**config.mk**
```make
export PLATFORM = sky130hd
export DESIGN_NAME = frame_time_smoother
export DESIGN_NICKNAME = d
export VERILOG_FILES = /design/src/hdl/fts_pkg.sv /design/src/hdl/fts_divider.sv /design/src/hdl/frame_time_smoother.sv
export SDC_FILE = /design/constraint.sdc
export NUM_CORES = 2
export LEC_CHECK = 0
export ABC_AREA = 1
export BUFFER_PORTS_ARGS = -buffer_cell sky130_fd_sc_hd__buf_2
export CORE_ASPECT_RATIO = 1.2
export CORE_MARGIN = 1
export CORE_UTILIZATION = 45
export CTS_CLUSTER_SIZE = 8
export DETAILED_ROUTE_END_ITERATION = 8
export PLACE_DENSITY = 0.72
export REMOVE_ABC_BUFFERS = 1
export SETUP_SLACK_MARGIN = 0.02
export SLEW_MARGIN = 20
export SYNTH_ARGS = -nofsm -noshare
export SYNTH_HDL_FRONTEND = slang
export SYNTH_SLANG_ARGS = --single-unit
```
**constraint.sdc**
```tcl
create_clock -name aclk -period 7.7 [get_ports aclk]
set_input_delay 0.385 -clock aclk [delete_from_list [all_inputs] [get_ports aclk]]
set_output_delay 0.385 -clock aclk [all_outputs]
set_load 0.01 [all_outputs]
```
**src/hdl/fts_pkg.sv**
```systemverilog
`timescale 1ns / 1ps
// ----------------------------------------------------------------------------
// fts_pkg: shared definitions for the frame time smoother
// Widths, register indexes, reset values and the sequencer state type.
// ----------------------------------------------------------------------------
package fts_pkg;

    // history depth and duration width (depth is a power of two)
    localparam int MAX_WINDOW    = 64;
    localparam int DURATION_BITS = 24;

    localparam int PTR_BITS  = $clog2(MAX_WINDOW);
    localparam int CNT_BITS  = $clog2(MAX_WINDOW + 1);
    localparam int SUM_BITS  = DURATION_BITS + PTR_BITS;
    localparam int STEP_BITS = $clog2(SUM_BITS + 1);

    // fixed field widths
    localparam int TIME_BITS     = 40;
    localparam int GAME_BITS     = 48;
    localparam int FRAME_BITS    = 32;
    localparam int WIN_REG_BITS  = 7;
    localparam int CFG_IDX_BITS  = 8;
    localparam int CFG_DATA_BITS = 40;

    // register indexes
    localparam logic [CFG_IDX_BITS-1:0] REG_WINDOW_SIZE  = 8'd0;
    localparam logic [CFG_IDX_BITS-1:0] REG_DEFAULT_DUR  = 8'd1;
    localparam logic [CFG_IDX_BITS-1:0] REG_SPIKE_LIMIT  = 8'd2;
    localparam logic [CFG_IDX_BITS-1:0] REG_START_TIME   = 8'd3;

    // reset values
    localparam logic [WIN_REG_BITS-1:0]  RST_WINDOW_SIZE = 7'd1;
    localparam logic [DURATION_BITS-1:0] RST_DEFAULT_DUR = 24'd16667;
    localparam logic [DURATION_BITS-1:0] RST_SPIKE_LIMIT = 24'd200000;

    typedef enum logic [1:0] {
        S_IDLE,
        S_UPDATE,
        S_DIV,
        S_OUT
    } fts_state_t;

endpackage

```
**src/hdl/fts_divider.sv**
```systemverilog
`timescale 1ns / 1ps
// ----------------------------------------------------------------------------
// fts_divider: serial restoring divider
// Divides the window sum by the entry count, one quotient bit per cycle.
// ----------------------------------------------------------------------------
module fts_divider
    import fts_pkg::*;
(
    input  logic                aclk,
    input  logic                aresetn,
    input  logic                start,
    input  logic [SUM_BITS-1:0] dividend,
    input  logic [CNT_BITS-1:0] divisor,
    output logic                done,
    output logic [SUM_BITS-1:0] quotient
);

    logic [SUM_BITS-1:0]  quo_reg,  quo_next;
    logic [CNT_BITS-1:0]  rem_reg,  rem_next;
    logic [CNT_BITS-1:0]  div_reg,  div_next;
    logic [STEP_BITS-1:0] step_reg, step_next;
    logic                 busy_reg, busy_next;
    logic                 done_reg, done_next;
    logic [CNT_BITS:0]    trial;
    logic                 fits;

    // one trial subtraction per cycle
    assign trial = {rem_reg, quo_reg[SUM_BITS-1]};
    assign fits  = (trial >= {1'b0, div_reg});

    always_comb begin
        quo_next  = quo_reg;
        rem_next  = rem_reg;
        div_next  = div_reg;
        step_next = step_reg;
        busy_next = busy_reg;
        done_next = 1'b0;
        if (start) begin
            quo_next  = dividend;
            rem_next  = '0;
            div_next  = divisor;
            step_next = STEP_BITS'(SUM_BITS);
            busy_next = 1'b1;
        end else if (busy_reg) begin
            // remainder stays below the divisor, so it fits CNT_BITS
            rem_next  = fits ? CNT_BITS'(trial - {1'b0, div_reg}) : trial[CNT_BITS-1:0];
            quo_next  = {quo_reg[SUM_BITS-2:0], fits};
            step_next = step_reg - 1'b1;
            if (step_reg == STEP_BITS'(1)) begin
                busy_next = 1'b0;
                done_next = 1'b1;
            end
        end
    end

    always_ff @(posedge aclk) begin
        if (!aresetn) begin
            busy_reg <= 1'b0;
            done_reg <= 1'b0;
            step_reg <= '0;
        end else begin
            busy_reg <= busy_next;
            done_reg <= done_next;
            step_reg <= step_next;
        end
    end

    // datapath
    always_ff @(posedge aclk) begin
        quo_reg <= quo_next;
        rem_reg <= rem_next;
        div_reg <= div_next;
    end

    assign done     = done_reg;
    assign quotient = quo_reg;

endmodule

```
**src/hdl/frame_time_smoother.sv**
```systemverilog
`timescale 1ns / 1ps
// ----------------------------------------------------------------------------
// frame_time_smoother: moving-average frame time filter
// Measures the time between readings, replaces spikes, keeps a history ring
// in block memory and reports the truncated mean, game time and frame count.
//
//   channel  dir  handshake            payload
//   s_       in   s_valid / s_ready    timestamp
//   m_       out  m_valid / m_ready    smoothed, measured, spike, game, frame
//   cfg_     in   cfg_valid/cfg_ready  cfg_index, cfg_data
//
// Each item runs from its input transfer through the accept cycle with
// the ring read, the update state with the write back, the serial divider
// (30 quotient bits and the done cycle), then the load into the output
// register; the next reading is accepted only after that load. A waiting
// result does not block the next accept; only its final load waits for
// the output to be free.
// After reset no memory pass is needed: the single default entry is held
// aside in a flag until the ring slot is overwritten.
// ----------------------------------------------------------------------------
module frame_time_smoother
    import fts_pkg::*;
(
    input  logic                     aclk,
    input  logic                     aresetn,
    // input item
    input  logic                     s_valid,
    output logic                     s_ready,
    input  logic [TIME_BITS-1:0]     s_timestamp,
    // result item
    output logic                     m_valid,
    input  logic                     m_ready,
    output logic [DURATION_BITS-1:0] m_smoothed_duration,
    output logic [DURATION_BITS-1:0] m_measured_duration,
    output logic                     m_spike_seen,
    output logic [GAME_BITS-1:0]     m_game_time,
    output logic [FRAME_BITS-1:0]    m_frame_count,
    // configuration writes
    input  logic                     cfg_valid,
    output logic                     cfg_ready,
    input  logic [CFG_IDX_BITS-1:0]  cfg_index,
    input  logic [CFG_DATA_BITS-1:0] cfg_data
);

    fts_state_t state_reg, state_next;

    // configuration
    logic [WIN_REG_BITS-1:0]  window_size_reg;
    logic [DURATION_BITS-1:0] default_dur_reg;
    logic [DURATION_BITS-1:0] spike_limit_reg;

    // filter state
    logic [TIME_BITS-1:0]     prev_reading_reg;
    logic [PTR_BITS-1:0]      head_reg;
    logic [CNT_BITS-1:0]      count_reg;
    logic [SUM_BITS-1:0]      sum_reg;
    logic [DURATION_BITS-1:0] newest_reg;
    logic                     seed_reg;
    logic [GAME_BITS-1:0]     game_time_reg;
    logic [FRAME_BITS-1:0]    frame_count_reg;

    // per-item working registers
    logic [DURATION_BITS-1:0] dur_reg;
    logic                     spike_reg;
    logic                     full_reg;
    logic                     use_seed_reg;
    logic [CNT_BITS-1:0]      win_reg;

    // output register
    logic                     m_valid_reg;
    logic [DURATION_BITS-1:0] m_smoothed_reg;
    logic [DURATION_BITS-1:0] m_measured_reg;
    logic                     m_spike_reg;

    // ring memory
    logic [DURATION_BITS-1:0] ring_mem [MAX_WINDOW];
    logic [DURATION_BITS-1:0] rd_data_reg;

    logic                     s_fire, cfg_fire, clear_hist;
    logic                     div_start, mem_we, load_out;
    logic                     div_done;
    logic [SUM_BITS-1:0]      div_quotient;
    logic [CNT_BITS-1:0]      win;
    logic [PTR_BITS-1:0]      oldest_ptr, wr_ptr;
    logic [TIME_BITS-1:0]     raw_dur;
    logic                     raw_spike;
    logic [DURATION_BITS-1:0] old_dur;
    logic [SUM_BITS-1:0]      sum_next;
    logic [CNT_BITS-1:0]      count_next;

    assign s_fire     = s_valid && s_ready;
    assign cfg_fire   = cfg_valid && cfg_ready;
    assign clear_hist = cfg_fire &&
                        (cfg_index == REG_WINDOW_SIZE || cfg_index == REG_DEFAULT_DUR);

    // effective window: zero acts as one, clipped to the ring depth
    always_comb begin
        if (window_size_reg == '0) begin
            win = CNT_BITS'(1);
        end else if (CNT_BITS'(window_size_reg) > CNT_BITS'(MAX_WINDOW)) begin
            win = CNT_BITS'(MAX_WINDOW);
        end else begin
            win = CNT_BITS'(window_size_reg);
        end
    end

    // oldest entry, modulo the power-of-two depth
    assign oldest_ptr = head_reg + PTR_BITS'(1) - count_reg[PTR_BITS-1:0];
    assign wr_ptr     = head_reg + PTR_BITS'(1);

    // raw duration wraps, so a backward clock reads as a spike
    assign raw_dur   = s_timestamp - prev_reading_reg;
    assign raw_spike = raw_dur > TIME_BITS'(spike_limit_reg);

    // window sum update
    assign old_dur    = use_seed_reg ? default_dur_reg : rd_data_reg;
    assign sum_next   = sum_reg - (full_reg ? SUM_BITS'(old_dur) : '0) + SUM_BITS'(dur_reg);
    assign count_next = full_reg ? win_reg : count_reg + CNT_BITS'(1);

    // next state
    always_comb begin
        state_next = state_reg;
        case (state_reg)
            S_IDLE:   if (s_fire)   state_next = S_UPDATE;
            S_UPDATE:               state_next = S_DIV;
            S_DIV:    if (div_done) state_next = S_OUT;
            S_OUT:    if (!m_valid_reg || m_ready) state_next = S_IDLE;
            default:                state_next = S_IDLE;
        endcase
    end

    // sequencer outputs
    always_comb begin
        s_ready   = 1'b0;
        cfg_ready = 1'b0;
        div_start = 1'b0;
        mem_we    = 1'b0;
        load_out  = 1'b0;
        case (state_reg)
            S_IDLE: begin
                cfg_ready = 1'b1;
                s_ready   = !cfg_valid;
            end
            S_UPDATE: begin
                div_start = 1'b1;
                mem_we    = 1'b1;
            end
            S_DIV: begin
            end
            S_OUT: begin
                load_out = !m_valid_reg || m_ready;
            end
            default: begin
            end
        endcase
    end

    // control registers
    always_ff @(posedge aclk) begin
        if (!aresetn) begin
            state_reg        <= S_IDLE;
            window_size_reg  <= RST_WINDOW_SIZE;
            default_dur_reg  <= RST_DEFAULT_DUR;
            spike_limit_reg  <= RST_SPIKE_LIMIT;
            prev_reading_reg <= '0;
            head_reg         <= '0;
            count_reg        <= CNT_BITS'(1);
            sum_reg          <= SUM_BITS'(RST_DEFAULT_DUR);
            newest_reg       <= RST_DEFAULT_DUR;
            seed_reg         <= 1'b1;
            game_time_reg    <= '0;
            frame_count_reg  <= '0;
            m_valid_reg      <= 1'b0;
        end else begin
            state_reg <= state_next;

            // configuration transfer
            if (cfg_fire) begin
                case (cfg_index)
                    REG_WINDOW_SIZE: window_size_reg  <= cfg_data[WIN_REG_BITS-1:0];
                    REG_DEFAULT_DUR: default_dur_reg  <= cfg_data[DURATION_BITS-1:0];
                    REG_SPIKE_LIMIT: spike_limit_reg  <= cfg_data[DURATION_BITS-1:0];
                    REG_START_TIME:  prev_reading_reg <= cfg_data[TIME_BITS-1:0];
                    default: begin
                    end
                endcase
            end

            // history clear: one default entry, held in the seed flag
            if (clear_hist) begin
                head_reg  <= '0;
                count_reg <= CNT_BITS'(1);
                seed_reg  <= 1'b1;
                if (cfg_index == REG_DEFAULT_DUR) begin
                    sum_reg    <= SUM_BITS'(cfg_data[DURATION_BITS-1:0]);
                    newest_reg <= cfg_data[DURATION_BITS-1:0];
                end else begin
                    sum_reg    <= SUM_BITS'(default_dur_reg);
                    newest_reg <= default_dur_reg;
                end
            end

            if (s_fire) begin
                prev_reading_reg <= s_timestamp;
            end

            // ring write back
            if (mem_we) begin
                head_reg   <= wr_ptr;
                count_reg  <= count_next;
                sum_reg    <= sum_next;
                newest_reg <= dur_reg;
                if (wr_ptr == '0) begin
                    seed_reg <= 1'b0;
                end
            end

            // result into the output register
            if (load_out) begin
                m_valid_reg     <= 1'b1;
                game_time_reg   <= game_time_reg + GAME_BITS'(div_quotient);
                frame_count_reg <= frame_count_reg + FRAME_BITS'(1);
            end else if (m_ready) begin
                m_valid_reg <= 1'b0;
            end
        end
    end

    // per-item datapath, captured at the input transfer
    always_ff @(posedge aclk) begin
        if (s_fire) begin
            spike_reg    <= raw_spike;
            // a non-spike duration is below the 24-bit limit
            dur_reg      <= raw_spike ? newest_reg : raw_dur[DURATION_BITS-1:0];
            full_reg     <= count_reg >= win;
            use_seed_reg <= seed_reg && (oldest_ptr == '0);
            win_reg      <= win;
        end
        if (load_out) begin
            m_smoothed_reg <= div_quotient[DURATION_BITS-1:0];
            m_measured_reg <= dur_reg;
            m_spike_reg    <= spike_reg;
        end
    end

    // history ring: registered read of the oldest entry at the transfer
    always_ff @(posedge aclk) begin
        if (mem_we) begin
            ring_mem[wr_ptr] <= dur_reg;
        end
        if (s_fire) begin
            rd_data_reg <= ring_mem[oldest_ptr];
        end
    end

    fts_divider u_divider (
        .aclk     (aclk),
        .aresetn  (aresetn),
        .start    (div_start),
        .dividend (sum_next),
        .divisor  (count_next),
        .done     (div_done),
        .quotient (div_quotient)
    );

    assign m_valid             = m_valid_reg;
    assign m_smoothed_duration = m_smoothed_reg;
    assign m_measured_duration = m_measured_reg;
    assign m_spike_seen        = m_spike_reg;
    assign m_game_time         = game_time_reg;
    assign m_frame_count       = frame_count_reg;

endmodule

```
Yosys cells after proc, flatten, opt, wreduce, memory -nomap -nowiden
Memory sizes are Yosys's and may differ from the RTL's. A register that Yosys moved wholly into a read port is not among the register bits.
Index checks and enable logic that the tools add are counted.
{"block": "word_totals", "memories": 1, "ramBits": 1536, "wordCells": 122, "out_inout_bits": 132, "input_bits": 93, "register_bits": 380}
{"block": "op_classes", "n_eq_ne": 10, "reduce_logical": 24, "mux": 43, "bitwise_logic": 2, "order_cmp": 4, "add_sub_neg": 10}
{"name": "ring_mem", "words": 64, "width": 24, "rd": 1, "rd_ports_with_merged_regs": 1, "write_ports": 1, "line": "frame_time_smoother.sv:76", "text": "logic [DURATION_BITS-1:0] ring_mem [MAX_WINDOW];"}
{"cell": "$mux 24", "count": 7}
{"cell": "$mux 30", "count": 4}
{"cell": "$mux 40", "count": 3}
{"cell": "$add 48x30->48", "count": 1}
{"cell": "$mux 7", "count": 6}
{"cell": "$gt 40x24->1", "count": 1}
{"cell": "$sub 40x40->40", "count": 1}
{"cell": "$add 32x1->32 const B", "count": 1}
{"cell": "$add 30x24->30", "count": 1}
{"cell": "$sub 30x24->30", "count": 1}
{"cell": "$eq 8x2->1 const B", "count": 2}
{"cell": "$mux 1", "count": 15}
{"cell": "$logic_not 6->1", "count": 2}
{"cell": "$mux 6", "count": 2}
{"cell": "$mux 5", "count": 2}
{"cell": "$reduce_bool 2->1", "count": 5}
{"cell": "$eq 8x1->1 const B", "count": 1}
{"cell": "$ge 8x7->1", "count": 1}
{"cell": "$logic_not 8->1", "count": 1}
{"cell": "$pmux 2 s4", "count": 1}
{"cell": "$add 7x1->7 const B", "count": 1}
{"cell": "$ge 7x7->1", "count": 1}
{"cell": "$gt 7x7->1 const B", "count": 1}
{"cell": "$logic_not 7->1", "count": 1}
{"cell": "19 further kinds", "count": 31}

Logic depth before layout (Yosys ltp)
{"block": "logic_depth", "depth_word": 7, "mapped_depth": 27}

Hierarchy
Synthesis repeated with hierarchy kept, for this count alone.
{"block": "unflattened", "hier_cells": 7963, "hier_area_um2": 85648.4}
{"mod": "frame_time_smoother", "cells_per_inst": 7674, "n_inst": 1, "area_each_um2": 83090.9, "seq_area_each_um2": 54262.0}
{"mod": "fts_divider", "cells_per_inst": 289, "n_inst": 1, "area_each_um2": 2557.5, "seq_area_each_um2": 1391.3}

Worst setup path before layout
OpenSTA, ideal clock, no wires.
{"block": "synth_path", "path_kind": "register to register", "start": "register dur_reg[0]", "end": "register u_divider.quo_reg[28], in the netlist u_divider.quotient[28], data pin", "required_time_ps": 7438, "path_slack_ps": 4054, "stages_incl_launch_ff": 21, "period_less_slack_ps": 3646, "setup_ps": 262, "t_arrival_ps": 3384, "path_buffers": 0, "path_cell_list": "edfxtp_1 -> inv_1 -> ha_1 -> inv_1 -> ha_1 -> inv_1 -> fa_1 -> inv_1 -> nand2_1 -> o21ai_0 -> inv_1 -> o21bai_1 -> nand2_1 -> nand2_1 -> nand2_1 -> nand2_1 -> nand2_1 -> nand2_1 -> a21oi_1 -> o21ai_0 -> nand2_1"}
{"block": "synth_via", "elab_chain_len": 2}
{"item": "start, declared", "line": "frame_time_smoother.sv:63", "text": "logic [DURATION_BITS-1:0] dur_reg;"}
{"item": "start signal, assigned", "line": "frame_time_smoother.sv:234", "text": "dur_reg <= raw_spike ? newest_reg : raw_dur[DURATION_BITS-1:0];"}
{"item": "$add 30x24->30", "line": "frame_time_smoother.sv:117", "text": "assign sum_next = sum_reg - (full_reg ? SUM_BITS'(old_dur) : '0) + SUM_BITS'(dur_reg);"}
{"item": "$mux 30", "line": "fts_divider.sv:38", "text": "if (start) begin"}
{"item": "via u_divider.quo_next[28]", "line": "fts_divider.sv:18", "text": "logic [SUM_BITS-1:0] quo_reg, quo_next;"}
{"item": "end signal, assigned", "line": "fts_divider.sv:70", "text": "quo_reg <= quo_next;"}
{"item": "end, declared", "line": "fts_divider.sv:18"}
The timed path passes the listed nets, and every way through them passes these cells.
A chain may end at the register's enable or synchronous reset.

Worst setup path in the final report
{"block": "layout_path", "start": "register head_reg[0]", "end": "register rd_data_reg[18] (read register of ring_mem), data pin"}
{"block": "layout_via", "elab_chain_len": 2}
{"item": "start, declared", "line": "frame_time_smoother.sv:54", "text": "logic [PTR_BITS-1:0] head_reg;"}
{"item": "start signal, assigned", "line": "frame_time_smoother.sv:209", "text": "head_reg <= wr_ptr;"}
{"item": "$add 6x1->6", "line": "frame_time_smoother.sv:108", "text": "assign oldest_ptr = head_reg + PTR_BITS'(1) - count_reg[PTR_BITS-1:0];"}
{"item": "$sub 6x6->6", "line": "frame_time_smoother.sv:108"}
{"item": "end, declared", "line": "frame_time_smoother.sv:77", "text": "logic [DURATION_BITS-1:0] rd_data_reg;"}
Every way passes these cells.

==> results.md <==
- Status: finished, final reports clean
- Pwr/cell area: 428 nW/um2
- Total placed cells including tap cells: 10,300
- Ys Warns: 0
- Number of H-tree levels: 5
- PostCTS Resize Cnt: 0
- Post-synthesis register bit count: 1,940
- Clock latency at the later pin of the worst-skew pair: 960 ps
- Synth top area share: 0.593
- Rows: 174
- Pleak: 34.9 nW
- Max_cap viols: 0
- Post-synth top area cell: edfxtp_1
- WL met1: 96,200 um
- WHS: 74.7 ps
- Number of enable flip-flop cells after synthesis: 1,680
- Initial antenna violation count: 10
- Setup crit end kind: flip-flop
- Max reg flops: 1,536
- Share of cells above drive strength 1: 0.0965
- Via density: 5.99
- F_max: 0.182 GHz
- Yosys cell types: 54
- Die W: 399 um
- Core area: 188,000 um2
- Critical Path AT: 6290 ps
- Num CTS Buffers: 293
- Tot Pwr: 41.9 mW
- Synth Area per Inst: 10.8 um2
- Initial DRC Count: 8,451
- Top_reg_cell synth: edfxtp_1
- Starting Density: 0.453
- Routed Antenna Nets: 0
- Worst-path fanout max: 137
- RSZ-0062 raised after global routing: no
- CTS Buffer Depth: 4
- Fin nets: 8,486
- Met2 wire length: 124,000 um
- Critical path type: reg2reg
- Setup violations, final: 0
- Critical path data required time: 8500 ps
- Startpoint Class: flip-flop
- Final hold violation count: 0
- Detail Route met3 WL: 25,400 um
- DRT Pass-1 Iters: 7
- Area delta synth->final: 15.0%
- Top post-synthesis cells by count: edfxtp_1, nor2_1, o21ai_0, nand2_1, inv_1
- Sequential cell area fraction in the yosys report: 0.654
- GRT Overall Usage: 0.269
- Fin crit period: 5480 ps
- GRT Residual Overflow: 0
- DRC viols: 0
- Cell Area, Synth: 85,100 um2
- CTS tree: done
- Placer Congestion: 0.934
- Clock sinks: 1,940
- Die Ht: 478 um
- Fin crit share: 0.712
- Layout Cells excl Fill: 10,700
- Hold Crit Class: in2reg
- # port buffers: 224
- Root Buffer: clkbuf_16
- Wire per inst: 24.6 um
- Vias in the first global route: 62,700
- Max layer used: met5
- Worst-Margin Slew: 1240 ps
- Number of primary I/O pins: 225
- Fin. max-slew vios: 0
- Vias: 64,400
- Skew final: 81.1 ps
- DRT Wirelength: 264,000 um
- Peak VDD IR: 474 uV
- R2R Setup Slk: 2220 ps
- Mapped Cells: 7,887
- Die Area: 191,000 um2
- Detailed Place HPWL: 153,000 um
- Pin count of the biggest net entering global routing: 193
- Most frequent cell after synthesis: edfxtp_1
- Ys async rst share: 0
- Ranking of synthesized cells by area: edfxtp_1, o21ai_0, dfxtp_1
- Global-route wire length before repair: 386,000 um
- Slew headroom: 0.170
- Fillcell total: 15,700
- Clock slew at reported path FFs: 50 ps
area by class of cell:
cell class | count | area, um2 | share of cell area
tap | 2464 | 3080 | 0.0315
clock buffer | 348 | 7620 | 0.0779
inverter | 559 | 2130 | 0.0218
antenna | 7 | 17.5 | 0.000179
sequential | 1940 | 55700 | 0.569
clock inverter | 11 | 105 | 0.00107
timing repair buffer | 469 | 3400 | 0.0348
multi-input combinational | 4950 | 25800 | 0.264
layer usage:
layer / global-route usage / up-vias
met4: 0.178 / 4
met2: 0.434 / 3701
met5: 0 / -
li1: - / 28700
met3: 0.0528 / 756
met1: 0.326 / 31200
logic make-up after synthesis:
family                   synth area share
AND/OR/NAND/NOR                     0.122
AO/OA/AOI/OAI                       0.139
flip-flops                          0.654
buffers and inverters              0.0457
adder cells (fa/ha/maj)            0.0289
XOR/XNOR                          0.00770
multiplexers                      0.00282
worst paths after layout:
check,start,endpoint,cells after the start
setup / recovery,head_reg[0],rd_data_reg[18],11
hold / removal,cfg_valid,default_dur_reg[0],3
setup reg to reg,head_reg[0],rd_data_reg[18],11
hold reg to reg,spike_reg,m_spike_seen,0
worst max-delay path, cell delays in order (launching register included):
cell     delay (ps)
dfxtp_1         530
ha_1            380
inv_1           130
fa_4            970
inv_8           700
buf_12          460
o21ai_0         170
o22ai_1         170
nand2_1          70
a31oi_1        1000
a21oi_1         270
mux2i_1         190
report_power, final:
group          total, mW  switching, mW  internal (mW)
Sequential          12.8          0.430           12.3
Combinational       18.0           13.1           4.91
Clock               11.1           4.27           6.83
Total               41.9           17.8           24.1
placed cells by master, fill, tap and decap left out, types with 223 or more instances in the layout:
cell and count:
a21oi_1 363, buf_2 223, clkbuf_16 297, dfxtp_1 260
edfxtp_1 1680, inv_1 540, nand2_1 1024, nand3_1 227
nor2_1 1110, o21ai_0 1101
metrics by stage:
step,TNS [ps],setup WS (ps),instance area [um2],util
floorplan,-809310,-33380,83300,-
global placement,0,2460,89000,0.474
detailed placement,0,2450,89000,0.474
CTS,0,2420,97800,0.521
global route,0,2040,97800,0.521
finish,0,2220,97900,0.521
timing repair:
item                                    4_1_cts  5_1_grt
hold endpoints to repair                    110        0
setup buffers                                 0        0
hold buffers                                107        0
endpoints found under the setup margin        0        0
Note: power is estimated with default switching activity, not from simulation.
